File: src/rtl/ght_pkg.sv
package ght_pkg;

  localparam int ID_W      = 8;
  localparam int DATA_W    = 32;
  localparam int GEN_W     = 64;
  localparam int ID_SPACE  = 256;
  localparam int MAX_SLOTS = 64;

  localparam int SLOTS_PER_PAGE_DEF = 32;
  localparam int MAX_PAGES_DEF      = 8;

  localparam logic [GEN_W-1:0] GEN_RESET = 64'd1;

  typedef enum logic [1:0] {
    CMD_ALLOC = 2'd0,
    CMD_FREE  = 2'd1,
    CMD_QUERY = 2'd2,
    CMD_CLEAR = 2'd3
  } cmd_e;

  typedef enum logic [1:0] {
    STAT_OK     = 2'd0,
    STAT_STALE  = 2'd1,
    STAT_FULL   = 2'd2,
    STAT_BAD_ID = 2'd3
  } status_e;

  typedef enum logic {
    S_IDLE = 1'b0,
    S_EXEC = 1'b1
  } state_e;

  typedef struct packed {
    logic [1:0]        command;
    logic [DATA_W-1:0] data_in;
    logic [ID_W-1:0]   slot_id;
    logic [GEN_W-1:0]  generation_key;
  } in_t;

  typedef struct packed {
    logic [1:0]        status;
    logic [ID_W-1:0]   slot_out;
    logic [GEN_W-1:0]  generation_out;
    logic [DATA_W-1:0] data_out;
  } out_t;

  typedef struct packed {
    logic [DATA_W-1:0] payload;
    logic [GEN_W-1:0]  stamp;
  } slot_entry_t;

  // Split every id into {page, slot within page}, counting up without division.
  function automatic logic [ID_SPACE-1:0][15:0] id_map(int spp);
    logic [ID_SPACE-1:0][15:0] map;
    logic [7:0]                page;
    logic [7:0]                bidx;
    page = '0;
    bidx = '0;
    for (int i = 0; i < ID_SPACE; i++) begin
      map[i] = {page, bidx};
      if (int'(bidx) == spp - 1) begin
        bidx = '0;
        page = page + 8'd1;
      end else begin
        bidx = bidx + 8'd1;
      end
    end
    return map;
  endfunction

  // Slots of one page whose id lies inside the id space.
  function automatic logic [MAX_SLOTS-1:0] page_valid_mask(int spp, int cap, int page);
    logic [MAX_SLOTS-1:0] m;
    m = '0;
    for (int b = 0; b < MAX_SLOTS; b++) begin
      if (b < spp && page * spp + b < cap) m[b] = 1'b1;
    end
    return m;
  endfunction

endpackage

File: src/rtl/ght_find_first.sv
module ght_find_first #(
  parameter int W = ght_pkg::SLOTS_PER_PAGE_DEF
) (
  input  logic [W-1:0]                     vec,
  output logic                             found,
  output logic [(W > 1 ? $clog2(W) : 1)-1:0] index
);

  localparam int IW = W > 1 ? $clog2(W) : 1;

  // Lowest set bit wins: scan from the top so the last hit is the lowest.
  always_comb begin
    found = |vec;
    index = '0;
    for (int i = W - 1; i >= 0; i--) begin
      if (vec[i]) index = IW'(i);
    end
  end

endmodule

File: config.mk
export PLATFORM = sky130hd
export DESIGN_NAME = ght_find_first
export DESIGN_NICKNAME = d
export VERILOG_FILES = /design/src/rtl/ght_pkg.sv /design/src/rtl/ght_find_first.sv
export SDC_FILE = /design/constraint.sdc
export NUM_CORES = 1
export LEC_CHECK = 0
export ABC_AREA = 1
export BUFFER_PORTS_ARGS = -buffer_cell sky130_fd_sc_hd__buf_2
export CAP_MARGIN = 30
export CORE_AREA = 2 2 39 41
export DETAILED_ROUTE_END_ITERATION = 16
export DIE_AREA = 0 0 41 43
export GPL_TIMING_DRIVEN = 0
export PLACE_DENSITY = 0.74
export RECOVER_POWER = 100
export SLEW_MARGIN = 20
export SYNTH_ARGS = -nofsm -noshare
export SYNTH_HDL_FRONTEND = slang
export SYNTH_SLANG_ARGS = --single-unit
File: constraint.sdc
create_clock -name vclk -period 4.4
set_input_delay 0.44 -clock vclk [all_inputs]
set_output_delay 0.44 -clock vclk [all_outputs]
set_load 0.01 [all_outputs]
==> impl_metrics.tcl <==
set metrics [dict create \
    status "finished clean" \
    synth_top_family_by_area "simple AND/OR/NAND/NOR gates" \
    slew_violations 0 \
    ys_seq_area_share_pct 0 \
    timing.fmax_mhz 384 \
    avgSynthCellArea_um2 4.40 \
    drt_iter0_markers 6 \
    instances_no_fill 161 \
    finalCritPeriodShare_pct 59.2 \
    antenna_found_initial 0 \
    post_cts_buffers 0 \
    ctsHoldBuffers 0 \
    finalWorstSetupSlack_ns 1.80 \
    area_delta_synth_final_pct 43.4 \
    holdPathStages 3 \
    yosysWarningCount 0 \
    via_count 671 \
    yosys.area_share.simple_pct 53.2 \
    coreArea_mm2 0.00138 \
    via_per_inst 4.17 \
    max_cap_violations 0 \
    n_clock_buffer 0 \
    gp_congestion 0.679 \
    crit_start "vec[30]" \
    worst-setup-path-type "in2out" \
    finalHoldViolCount 0 \
    peakVddDrop_uv 24.8 \
    leakagePower_nw 0.453 \
    syn_inst 107 \
    drive_above_1_share_pct 27.6 \
    synth_fa_ha_area_share_pct 0 \
    powerDensity_mw_per_mm2 69.2 \
    start_kind "primary input" \
    rsz0062_at_grt "no" \
    grt_pass1_vias 526 \
    regArea_um2 0 \
    ctsResizeCount 0 \
    grt_pass1_wl_um 1650 \
    critPathSlowestCell "clkbuf_1" \
    wl_um 1030 \
    portBuffers 38 \
    diodes 0 \
    dr.pass1.iters 4 \
    grt_use_total_pct 12.1 \
    cp_common_cell "nand2_1" \
    place_ws_ns 1.79 \
    nets 179 \
    seq_cells 0 \
    finalSetupViolations 0 \
    crit_fanout 2 \
    setup-tns-final_ns 0 \
    synth_compound_area_share_pct 14.6 \
    worst_pin_slew_ns 0.333 \
    io_pins 38 \
    worstHoldStart "vec[0]" \
    synth_nets 139 \
    ant_nets 0 \
    fin_crit_ns 2.60 \
    rows 14 \
    synthMuxAreaShare_pct 0 \
    ys_types 17 \
    die_y_um 43 \
    maxSlewHeadroom_pct 77.6 \
    fp.dieArea_mm2 0.00176 \
    dp_cells 161 \
    critical_path_arrival_ns 2.16 \
    n_fill_cell 158 \
    layout.cells.most_common "nand2_1" \
    critical_path.max_stage_delay_ns 0.15 \
    cp-end-kind "output port" \
    synthesis.area_um2 470 \
    gr-total-overflow 0 \
    hold_path_class "in2out" \
    grt_max_degree 4 \
    dpl.hpwl_um 984 \
    die_width_um 41 \
    drt-wirelength-per-cell_um 6.42 \
    final_cell_mix "nand2_1, buf_2, inv_1" \
    required_ns 3.96 \
    synth_xor_xnor_area_share_pct 0 \
    start_util_pct 34.0 \
    drc 0 \
]
-- cell families after synthesis --
group,after synthesis
and+or+nand+nor,64
AOI/OAI and AO/OA,10
buffers and inverters,33
-- cell usage after synthesis, drive strengths merged --
cell	instances	area share, %
nand2	43	34
inv	31	25
nor2	15	12
a21oi	3	4.0
bufinv	2	7.4
nand3	2	2.1
nor3	2	2.1
nor4	2	2.7
a211oi	1	1.6
a21boi	1	1.6
a311oi	1	1.9
a31oi	1	1.3
o21ai	1	1.1
o21bai	1	1.6
o31ai	1	1.6
-- layout make-up --
| class | count | area [um2] | area share [%] |
|---|---|---|---|
| inverters | 33 | 151 | 22.4 |
| multi-input cells | 74 | 319 | 47.3 |
| well taps | 16 | 20.0 | 2.97 |
| repair buffers | 38 | 184 | 27.3 |
-- power by group --
group	internal [mW]	switching, mW
logic	0.0236	0.0230
clock network	0	0
registers	0	0
total	0.0236	0.0230
-- routing by layer --
metal / GRT usage (%) / share of wire [%]
met1: 12.7 / 46
met5: 0 / 0
met3: 0 / 8.0
met4: 0 / 0
met2: 25.3 / 46
-- critical path, delay by kind of cell --
kind            cells  cell delay (ns)
compound gates      1             0.10
simple gates       29             1.32
buf+inv             3             0.29
-- metrics by stage --
| step | cell area, um2 | hold WS, ns | power, mW | util [%] |
|---|---|---|---|---|
| final | 674 | 1.13 | 0.0467 | 48.7 |
| after detailed placement | 681 | 1.14 | 0.0475 | 49.2 |
| after global routing | 674 | 1.15 | 0.0536 | 48.7 |
| after CTS | 681 | 1.14 | 0.0477 | 49.2 |
| after global placement | 681 | 1.14 | 0.0464 | 49.2 |
| after floorplan | 470 | 0.906 | 0.0255 | - |
-- worst paths after layout --
| kind | end | slack [ns] |
|---|---|---|
| max | index[0] | 1.80 |
| min | index[0] | 1.13 |
Power figures use the tool's default switching activity.
