===== config.mk =====
export PLATFORM = sky130hd
export DESIGN_NAME = ght_ram
export DESIGN_NICKNAME = d
export VERILOG_FILES = /design/src/rtl/ght_pkg.sv /design/src/rtl/ght_ram.sv
export SDC_FILE = /design/constraint.sdc
export NUM_CORES = 1
export LEC_CHECK = 0
export BUFFER_PORTS_ARGS = -buffer_cell sky130_fd_sc_hd__buf_2
export CAP_MARGIN = 20
export CORE_AREA = 8 8 196 198
export CTS_CLUSTER_SIZE = 20
export DETAILED_ROUTE_END_ITERATION = 10
export DIE_AREA = 0 0 204 206
export SYNTH_ARGS = -nofsm -noshare
export SYNTH_HDL_FRONTEND = slang
export SYNTH_SLANG_ARGS = --single-unit

===== constraint.sdc =====
create_clock -name clk -period 3.58 [get_ports clk]
set_input_delay 0.179 -clock clk [delete_from_list [all_inputs] [get_ports clk]]
set_output_delay 0.179 -clock clk [all_outputs]
set_load 0.01 [all_outputs]

===== src/rtl/ght_pkg.sv =====
package ght_pkg;

  localparam int ID_W      = 8;
  localparam int DATA_W    = 32;
  localparam int GEN_W     = 64;
  localparam int ID_SPACE  = 256;
  localparam int MAX_SLOTS = 64;

  localparam int SLOTS_PER_PAGE_DEF = 32;
  localparam int MAX_PAGES_DEF      = 8;

  localparam logic [GEN_W-1:0] GEN_RESET = 64'd1;

  typedef enum logic [1:0] {
    CMD_ALLOC = 2'd0,
    CMD_FREE  = 2'd1,
    CMD_QUERY = 2'd2,
    CMD_CLEAR = 2'd3
  } cmd_e;

  typedef enum logic [1:0] {
    STAT_OK     = 2'd0,
    STAT_STALE  = 2'd1,
    STAT_FULL   = 2'd2,
    STAT_BAD_ID = 2'd3
  } status_e;

  typedef enum logic {
    S_IDLE = 1'b0,
    S_EXEC = 1'b1
  } state_e;

  typedef struct packed {
    logic [1:0]        command;
    logic [DATA_W-1:0] data_in;
    logic [ID_W-1:0]   slot_id;
    logic [GEN_W-1:0]  generation_key;
  } in_t;

  typedef struct packed {
    logic [1:0]        status;
    logic [ID_W-1:0]   slot_out;
    logic [GEN_W-1:0]  generation_out;
    logic [DATA_W-1:0] data_out;
  } out_t;

  typedef struct packed {
    logic [DATA_W-1:0] payload;
    logic [GEN_W-1:0]  stamp;
  } slot_entry_t;

  // Split every id into {page, slot within page}, counting up without division.
  function automatic logic [ID_SPACE-1:0][15:0] id_map(int spp);
    logic [ID_SPACE-1:0][15:0] map;
    logic [7:0]                page;
    logic [7:0]                bidx;
    page = '0;
    bidx = '0;
    for (int i = 0; i < ID_SPACE; i++) begin
      map[i] = {page, bidx};
      if (int'(bidx) == spp - 1) begin
        bidx = '0;
        page = page + 8'd1;
      end else begin
        bidx = bidx + 8'd1;
      end
    end
    return map;
  endfunction

  // Slots of one page whose id lies inside the id space.
  function automatic logic [MAX_SLOTS-1:0] page_valid_mask(int spp, int cap, int page);
    logic [MAX_SLOTS-1:0] m;
    m = '0;
    for (int b = 0; b < MAX_SLOTS; b++) begin
      if (b < spp && page * spp + b < cap) m[b] = 1'b1;
    end
    return m;
  endfunction

endpackage


===== src/rtl/ght_ram.sv =====
module ght_ram #(
  parameter int DEPTH = ght_pkg::MAX_PAGES_DEF,
  parameter int WIDTH = ght_pkg::SLOTS_PER_PAGE_DEF
) (
  input  logic                                   clk,
  input  logic                                   we,
  input  logic [(DEPTH > 1 ? $clog2(DEPTH) : 1)-1:0] waddr,
  input  logic [WIDTH-1:0]                       wdata,
  input  logic                                   re,
  input  logic [(DEPTH > 1 ? $clog2(DEPTH) : 1)-1:0] raddr,
  output logic [WIDTH-1:0]                       rdata
);

  logic [WIDTH-1:0] mem [DEPTH];

  always_ff @(posedge clk) begin
    if (we) mem[waddr] <= wdata;
    if (re) rdata <= mem[raddr];
  end

endmodule


==> results of run 1 <==
## registers in the layout, indices dropped and copies added (netlist names)
| register | cells |
|---|---|
| mem | 256 |
| rdata | 32 |
## power by group through the flow
stage	Sequential [µW]	Clock [µW]	Combinational [µW]
after detailed placement	3960	0	364
after floorplan	3960	0	193
final	3890	2790	383
after global routing	3890	3000	418
after global placement	3950	0	354
after CTS	3890	2870	398
## metal layers
layer  track usage [%]  vias up
met1             11.44     2439
li1                  -     2064
met2             19.07       75
met3             2.100       31
met4             2.546        2
met5                 0        -
## worst max-delay path by stage
stage                           to  slack (ps)
2_1_floorplan  mem[0][0]$_DFFE_PP_         550
3_3_place_gp   rdata[17]$_DFFE_PP_        1320
3_5_place_dp    rdata[1]$_DFFE_PP_        1280
4_1_cts         rdata[1]$_DFFE_PP_        1850
5_1_grt        rdata[18]$_DFFE_PP_        1760
6_report       rdata[18]$_DFFE_PP_        1870
## kinds of logic (layout without fill, tap and decap cells)
family / Yosys count / after routing
buffers and inverters: 18 / 165
flip-flops: 288 / 288
multiplexers: 96 / 96
AND/OR/NAND/NOR: 13 / 13
## cell type report
type	instances	area, µm²	area share (%)
Sequential cell	288	8648	66.85
Multi-Input combinational cell	109	2066	15.97
Timing Repair Buffer	113	765.7	5.919
Clock buffer	36	752.0	5.812
Tap cell	461	576.8	4.458
Clock inverter	16	128.9	0.9961
## through the flow
stage	area, µm²	utilization, %	hold slack (ps)
after floorplan	10790	-	277.9
after global placement	11740	33.32	434.2
after detailed placement	11740	33.32	449.4
after CTS	12940	36.73	256.1
after global routing	12940	36.73	275.2
final	12940	36.73	281.5
## placed cells by master, fill, tap and decap left out
cell	netlist	layout
buf_12	0	1
buf_2	6	70
buf_4	0	10
bufinv_16	0	2
clkbuf_1	1	7
clkbuf_16	0	29
clkinv_1	0	8
clkinv_2	0	3
clkinvlp_4	0	2
dlygate4sd3_1	0	32
edfxtp_1	288	288
inv_6	0	1
mux2_2	32	32
mux4_1	40	40
mux4_2	24	24
nand2_1	2	2
nand2b_1	3	3
nor2_4	0	6
nor3_2	0	2
## tightest hold or removal path, delay by kind of cell
family	cells	cell delay (ps)
simple gates	2	310
buf+inv	1	140
## what timing repair did
item                      CTS  global route
hold buffers               32             0
buffers inserted            0             0
hold endpoints to repair  256             0
==> impl_metrics.json, run 1 <==
{
  "routed-wl-met3_um": 866,
  "maxCapViolCount": 0,
  "cp_max_fo": 45,
  "status": "finished clean",
  "async_flop_share_pct": 0,
  "worstSetupStartpoint": "raddr[0]",
  "vias": 4611,
  "post-place-ws_ps": 1280,
  "hold_viol_final": 0,
  "n_fill_cell": 3191,
  "avgSynthCellArea_um2": 25.99,
  "clk_latency_ps": 530,
  "synth_compound_area_share_pct": 0,
  "ys_ff_latch": 288,
  "pwr-share-clk_pct": 39.5,
  "setup.worst_path.end_class": "flip-flop",
  "synth_commonest_cells": "edfxtp_1 (288), mux4_1 (40), mux2_2 (32)",
  "die_x_um": 204,
  "slew_headroom_pct": 29.86,
  "grt_use_total_pct": 10.09,
  "reg2reg_depth": 2,
  "wl_per_cell_um": 20.81,
  "synth_xor_xnor_area_share_pct": 0,
  "required_ps": 3860,
  "portBuffers": 72,
  "cts_resized": 0,
  "grt_max_degree": 65,
  "remaining_drc_errors": 0,
  "yosys.area.top_type": "edfxtp_1",
  "worstPathCellList": "buf_4, buf_12, mux4_1, mux2_2",
  "power_density_nw_per_um2": 545.8,
  "synth_adder_area_share_pct": 0,
  "ant_nets": 0,
  "final_min_period_over_clock_period_pct": 47.84,
  "m1WireLength_um": 8492,
  "reg2reg_to": "rdata[24]$_DFFE_PP_",
  "cts.sinks": 288,
  "fin_nets": 582,
  "p_leak_uw": 0.004257,
  "fin_crit_ps": 1713,
  "final_cells": 1023,
  "min_to": "mem[2][28]$_DFFE_PP_",
  "drt_wl_total_um": 21290,
  "rsz0062_at_grt": "false",
  "rows": 69,
  "setup-violations-final": 0,
  "synth_top_family_by_area": "multiplexers",
  "syn-num-nets": 456,
  "die_y_um": 206,
  "globalplace.congestion": 0.6360,
  "crit_slowest_cell": "buf_4",
  "cpPeakStageDelay_ps": 640,
  "worstHoldPathCells": 3,
  "reg2reg_slack_ps": 2130,
  "grt_remaining_overflow": 0,
  "slew_viol_final": 0,
  "grt_antenna_before_repair": 1,
  "power_frac_seq_pct": 55.0,
  "arrival_ps": 2000,
  "crit_family": "buffers and inverters",
  "synthDistinctLibCells": 12,
  "muxShareOfSynthArea_pct": 18.10,
  "final_layout_size_suffix_gt1_share_pct": 32.38,
  "cp.depth": 4,
  "root_buffer": "clkbuf_16",
  "io_pins": 73,
  "fin_tns_setup_ps": 0,
  "synthesis.area_um2": 10790,
  "highest-signal-layer": "met5",
  "criticalPathCategory": "in -> reg",
  "cts_tree": "done",
  "synthTopCellsByArea": "edfxtp_1 (80%), mux4_1 (9.7%), mux4_2 (5.0%)",
  "synth-edff-count": 288,
  "h-tree-depth": 1,
  "n_antenna_cell": 0,
  "path_clk_slew_ps": 60,
  "yosys.area_share.simple_pct": 0.5452,
  "hpwl_um": 11810,
  "intPower_uw": 5661,
  "fin_worst_skew_ps": 6.339,
  "start_util_pct": 30.62,
  "peakVddDrop_uv": 308.3,
  "die_area_um2": 42020,
  "hold_path.class": "in -> reg",
  "area_delta_synth_final_pct": 19.94,
  "cp_num_buf_inv": 2,
  "dpl.cell_count": 939,
  "finalPower_uw": 7061,
  "rr_startpoint": "mem[1][24]$_DFFE_PP_",
  "fp.coreArea_um2": 35220,
  "p_sw_share_pct": 19.83,
  "tightest_slew_ps": 1052,
  "clock_path_buffers": 3,
  "pwr-share-comb_pct": 5.4,
  "cts_buffers": 29,
  "grt_pass1_wl_um": 31800,
  "syn_inst": 415,
  "ys.flop_type": "edfxtp_1",
  "yosysTopAreaCellShare_pct": 80.18,
  "via_per_inst": 4.507,
  "dr_wl_met2_um": 11570,
  "worstHoldStart": "waddr[1]",
  "dr.first_iter.drc_count": 243,
  "dr.pass1.iters": 4,
  "fmax_mhz": 583.9,
  "p_switching_uw": 1400,
  "worst_setup_path_start_kind": "input port",
  "yosysWarnings": 0,
  "synth_most_common_cell": "edfxtp_1",
  "seq_area_frac_synth_pct": 80.18,
  "grt_pass1_vias": 5119,
  "setup_ws_ps": 1867
}
Power figures use the tool's default switching activity.
==> run 2, diff against run 1 <==
==> constraint.sdc (replaced) <==
create_clock -name clk -period 1.5 [get_ports clk]
set_input_delay 0.075 -clock clk [delete_from_list [all_inputs] [get_ports clk]]
set_output_delay 0.075 -clock clk [all_outputs]
set_load 0.01 [all_outputs]
==> run 2 against run 1 <==
Net effect: final cell count grew 1.4%; utilization grew 1.1 points; clock skew up 2.4 ps; critical endpoint unchanged; largest cell class unchanged.
==> impl_metrics.json, run 2 (synthesis gave the netlist of run 1 again) <==
{
  "path_clk_slew_ps": 60,
  "h-tree-depth": 1,
  "grt_max_degree": 33,
  "hpwl_um": 12880,
  "p_leak_uw": 0.004438,
  "dpl.cell_count": 954,
  "arrival_ps": 1680,
  "hold_viol_final": 0,
  "grt_antenna_before_repair": 1,
  "fin_area_um2": 13340,
  "top_register": "mem",
  "portBuffers": 72,
  "slew_headroom_pct": 74.64,
  "grt_pass1_wl_um": 32370,
  "reg2reg_depth": 2,
  "layout_commonest_cell": "edfxtp_1",
  "setup-violations-final": 0,
  "cts_setup_buffers": 0,
  "fin_worst_skew_ps": 8.731,
  "peakVddDrop_uv": 996.7,
  "final_layout_size_suffix_gt1_share_pct": 35.07,
  "worstPathCellList": "mux4_2, mux2_2",
  "worstHoldStart": "raddr[2]",
  "final_min_period_over_clock_period_pct": 94.02,
  "area_delta_synth_final_pct": 23.69,
  "n_fill_cell": 3177,
  "holdWs_ps": 116.4,
  "grt_pass1_vias": 5098,
  "via_per_inst": 4.595,
  "dr.pass1.iters": 4,
  "crit_slowest_cell": "mux4_2",
  "placedInstanceArea_um2": 12080,
  "fmax_mhz": 709.1,
  "fin_nets": 598,
  "regArea_um2": 8648,
  "cp_max_fo": 1,
  "setup.worst_path.end_class": "flip-flop",
  "clk_latency_ps": 530,
  "reg2reg_to": "rdata[18]$_DFFE_PP_",
  "ant_nets": 0,
  "io_pins": 73,
  "required_ps": 1770,
  "die_area_um2": 42020,
  "fin_crit_ps": 1410,
  "vias": 4765,
  "worst_setup_path_start_kind": "flip-flop",
  "min_to": "rdata[9]$_DFFE_PP_",
  "start_util_pct": 30.62,
  "die_y_um": 206,
  "slew_viol_final": 0,
  "status": "finished clean",
  "reg_top3": "mem: 256 flops, rdata: 32 flops",
  "criticalPathCategory": "reg -> reg",
  "root_buffer": "clkbuf_16",
  "wl_per_cell_um": 20.91,
  "remaining_drc_errors": 0,
  "rr_startpoint": "mem[7][18]$_DFFE_PP_",
  "rsz0062_at_grt": "false",
  "hold_path.class": "in -> reg",
  "layout_common_cells": "edfxtp_1 (288), buf_2 (70), mux4_1 (40)",
  "drt_wl_total_um": 21680,
  "power_density_nw_per_um2": 1292,
  "fp.coreArea_um2": 35220,
  "maxCapViolCount": 0,
  "cpPeakStageDelay_ps": 480,
  "tightest_slew_ps": 379.5,
  "multi_input_area_um2": 2086,
  "final_cells": 1037,
  "clock_path_buffers": 3,
  "n_antenna_cell": 0,
  "largest_register_ffs": 256,
  "cts.sinks": 288,
  "dr.first_iter.drc_count": 254,
  "grt_use_total_pct": 10.24,
  "grt_remaining_overflow": 0,
  "globalplace.congestion": 0.6398,
  "worstHoldPathCells": 3,
  "cts_tree": "done",
  "die_x_um": 204,
  "reg2reg_slack_ps": 90,
  "rows": 69,
  "cts_buffers": 29
}
[run 2: cell count changes in the layout (fill, tap and decap cells not counted), sizes merged]
cell,previous run,this run
clkinvlp,2,1
bufinv,2,4
dlygate4sd3,32,33
inv,1,0
buf,81,96
clkbuf,36,32
clkinv,11,13
[run 2: cell type report]
class / instances / share of cell area (%)
clock buffers: 32 / 5.524
clock inverters: 18 / 1.444
multi-input cells: 109 / 15.63
flip-flops and latches: 288 / 64.82
well taps: 461 / 4.323
repair buffers: 129 / 8.253
[run 2: critical path: cells and delay by family, from the launching register on]
kind / cells / cell delay, ps
multiplexers: 2 / 780
flip-flops: 1 / 380
[run 2: how the worst max path moves through the flow]
stage	startpoint	endpoint	slack, ps	depth (start not counted)
4_1_cts	mem[7][18]$_DFFE_PP_	rdata[18]$_DFFE_PP_	80	2
5_1_grt	mem[3][12]$_DFFE_PP_	rdata[12]$_DFFE_PP_	60	2
3_5_place_dp	raddr[0]	rdata[23]$_DFFE_PP_	-150	4
6_report	mem[7][18]$_DFFE_PP_	rdata[18]$_DFFE_PP_	90	2
2_1_floorplan	we	mem[4][0]$_DFFE_PP_	-400	2
3_3_place_gp	raddr[0]	rdata[19]$_DFFE_PP_	-120	4
[run 2: repair_timing]
action / 4_1_cts / 5_1_grt
hold buffers: 33 / 0
resized for setup: 0 / 0
hold endpoints to repair: 262 / 0
[run 2: power breakdown]
group | leakage (µW) | internal (µW) | switching (µW)
Combinational | 0.00134 | 498 | 493
Clock | 0.000455 | 4200 | 2780
Sequential | 0.00264 | 9200 | 79.2
[run 2: per-stage QoR]
step           setup slack, ps  total power, µW  util [%]  setup TNS [ps]
2_1_floorplan           -397.6             9922         -          -13880
3_5_place_dp            -145.9            10390     34.30           -3130
6_report                 89.67            17240     37.88               0
4_1_cts                  81.38            17450     37.88               0
5_1_grt                  60.68            17840     37.88               0
3_3_place_gp            -120.5            10350     34.30           -2465
[run 2: layer usage]
metal,global-route usage (%),wire length (µm)
met1,13.35,9582
met4,2.109,316
met2,17.46,10830
met3,2.241,942
met5,0,12
==> run 3, diff against run 2 <==
--- a/config.mk
+++ b/config.mk
@@ -6,11 +6,12 @@
 export NUM_CORES = 1
 export LEC_CHECK = 0
 export BUFFER_PORTS_ARGS = -buffer_cell sky130_fd_sc_hd__buf_2
-export CAP_MARGIN = 20
-export CORE_AREA = 8 8 196 198
+export CAP_MARGIN = 40
+export CORE_AREA = 8 8 156 158
 export CTS_CLUSTER_SIZE = 20
 export DETAILED_ROUTE_END_ITERATION = 10
-export DIE_AREA = 0 0 204 206
+export DIE_AREA = 0 0 164 166
+export PLACE_DENSITY = 0.67
 export SYNTH_ARGS = -nofsm -noshare
 export SYNTH_HDL_FRONTEND = slang
 export SYNTH_SLANG_ARGS = --single-unit
==> constraint.sdc (replaced) <==
create_clock -name clk -period 1.4 [get_ports clk]
set_input_delay 0.07 -clock clk [delete_from_list [all_inputs] [get_ports clk]]
set_output_delay 0.07 -clock clk [all_outputs]
set_load 0.01 [all_outputs]
==> run 3 against run 2 <==
Net effect: fmax grew 1.0%; final cell count is 17% lower; power increased by 3.5%; non-clock buffer count is 1 higher; utilization rose by 21 points; critical path depth unchanged; register-to-register slack worse by 90 ps; combinational power rose by 9%; sequential share of layout area rose by 1.9 points; critical endpoint is now rdata[5]$_DFFE_PP_; worst setup slack worse by 86 ps.
==> impl_metrics.json, run 3 (synthesis gave the netlist of run 1 again) <==
{
  "fin_crit_ps": 1396,
  "largest_register_ffs": 256,
  "start_util_pct": 48.83,
  "top_register": "mem",
  "worstPathCellList": "mux4_2, mux2_4",
  "cts_tree": "done",
  "reg2reg_depth": 2,
  "root_buffer": "clkbuf_16",
  "grt_use_total_pct": 14.99,
  "hpwl_um": 11450,
  "worst_setup_path_start_kind": "flip-flop",
  "criticalPathCategory": "reg -> reg",
  "endpoint": "rdata[5]$_DFFE_PP_",
  "cts.sinks": 288,
  "clk_latency_ps": 520,
  "setup-violations-final": 0,
  "wl_per_cell_um": 23.49,
  "power_density_nw_per_um2": 1378,
  "layout_common_cells": "edfxtp_1 (288), buf_2 (71), mux4_2 (52)",
  "arrival_ps": 1670,
  "remaining_drc_errors": 0,
  "reg2reg_slack_ps": 4,
  "n_fill_cell": 1573,
  "hold_path.class": "in -> reg",
  "path_clk_slew_ps": 60,
  "final_layout_size_suffix_gt1_share_pct": 39.58,
  "final_min_period_over_clock_period_pct": 99.74,
  "grt_pass1_vias": 5279,
  "grt_max_degree": 33,
  "holdWs_ps": 49.98,
  "rr_startpoint": "mem[0][5]$_DFFE_PP_",
  "reg_top3": "mem: 256 flops, rdata: 32 flops",
  "setup_ws_ps": 3.660,
  "vias": 4653,
  "drt_wl_total_um": 20230,
  "portBuffers": 72,
  "grt_remaining_overflow": 0,
  "dr.pass1.iters": 5,
  "globalplace.congestion": 0.6704,
  "fin_nets": 599,
  "multi_input_area_um2": 2003,
  "rsz0062_at_grt": "true",
  "dr.first_iter.drc_count": 321,
  "n_antenna_cell": 0,
  "post-place-ws_ps": -192.6,
  "regArea_um2": 8648,
  "die_x_um": 164,
  "slew_headroom_pct": 82.10,
  "area_delta_synth_final_pct": 20.08,
  "cp_max_fo": 1,
  "fmax_mhz": 716.2,
  "worstHoldStart": "re",
  "cpPeakStageDelay_ps": 480,
  "setup.worst_path.end_class": "flip-flop",
  "dpl.cell_count": 780,
  "cts_buffers": 29,
  "required_ps": 1670,
  "hold_viol_final": 0,
  "tightest_slew_ps": 268.4,
  "grt_antenna_before_repair": 0,
  "io_pins": 73,
  "crit_slowest_cell": "mux4_2",
  "die_area_um2": 27220,
  "via_per_inst": 5.404,
  "final_cells": 861,
  "maxCapViolCount": 0,
  "reg2reg_to": "rdata[5]$_DFFE_PP_",
  "fp.coreArea_um2": 22090,
  "finalPower_uw": 17840,
  "ant_nets": 0,
  "p_leak_uw": 0.004305,
  "layout_commonest_cell": "edfxtp_1",
  "die_y_um": 166,
  "grt_pass1_wl_um": 30710,
  "fin_worst_skew_ps": 5.660,
  "h-tree-depth": 1,
  "clock_path_buffers": 3,
  "worstSetupStartpoint": "mem[0][5]$_DFFE_PP_",
  "slew_viol_final": 0,
  "fin_tns_setup_ps": 0,
  "rows": 55,
  "peakVddDrop_uv": 1004,
  "status": "finished clean"
}
run 3: final cells by class:
class	instances	area share [%]
clock buffer	34	5.748
clock inverter	15	0.7438
multi-input combinational	109	15.47
sequential	288	66.77
tap	285	2.753
timing repair buffer	130	8.520
run 3: metrics by stage:
| stage | utilization (%) | instance area (µm²) |
|---|---|---|
| 2_1_floorplan | - | 10880 |
| 3_3_place_gp | 53.79 | 11880 |
| 3_5_place_dp | 53.79 | 11880 |
| 4_1_cts | 58.89 | 13010 |
| 5_1_grt | 58.63 | 12950 |
| 6_report | 58.63 | 12950 |
run 3: where the power goes:
group          internal [µW]  switching (µW)  total [µW]
logic                    552             532        1080
clock network           3940            2890        6820
registers               9850            83.5        9940
run 3: critical path: cells and delay by family (launching register included):
family	cells	cell delay, ps
flip-flops	1	380
multiplexers	2	760
run 3: timing repair:
item | CTS | global route
hold buffers | 32 | 0
hold endpoints to repair | 256 | 0
setup endpoints to repair | 9 | 21
resized for setup | 9 | 23
setup buffers | 0 | 0
cloned | 0 | 0
run 3: layer usage:
| metal | track usage [%] | wire length (µm) | share of wire [%] | up-vias |
|---|---|---|---|---|
| li1 | - | - | - | 2081 |
| met1 | 19.53 | 8530 | 42 | 2414 |
| met2 | 25.49 | 10200 | 50 | 130 |
| met3 | 2.900 | 1154 | 5.7 | 28 |
| met4 | 3.677 | 344 | 1.7 | 0 |
| met5 | 0 | 0 | 0 | - |
run 3: worst min-delay path by stage:
stage | to | cells after the start | slack [ps]
6_report | rdata[31]$_DFFE_PP_ | 2 | 50
5_1_grt | rdata[31]$_DFFE_PP_ | 2 | 50
4_1_cts | rdata[31]$_DFFE_PP_ | 2 | 40
3_5_place_dp | mem[5][7]$_DFFE_PP_ | 1 | 340
3_3_place_gp | mem[2][26]$_DFFE_PP_ | 1 | 330
2_1_floorplan | mem[0][0]$_DFFE_PP_ | 0 | 170
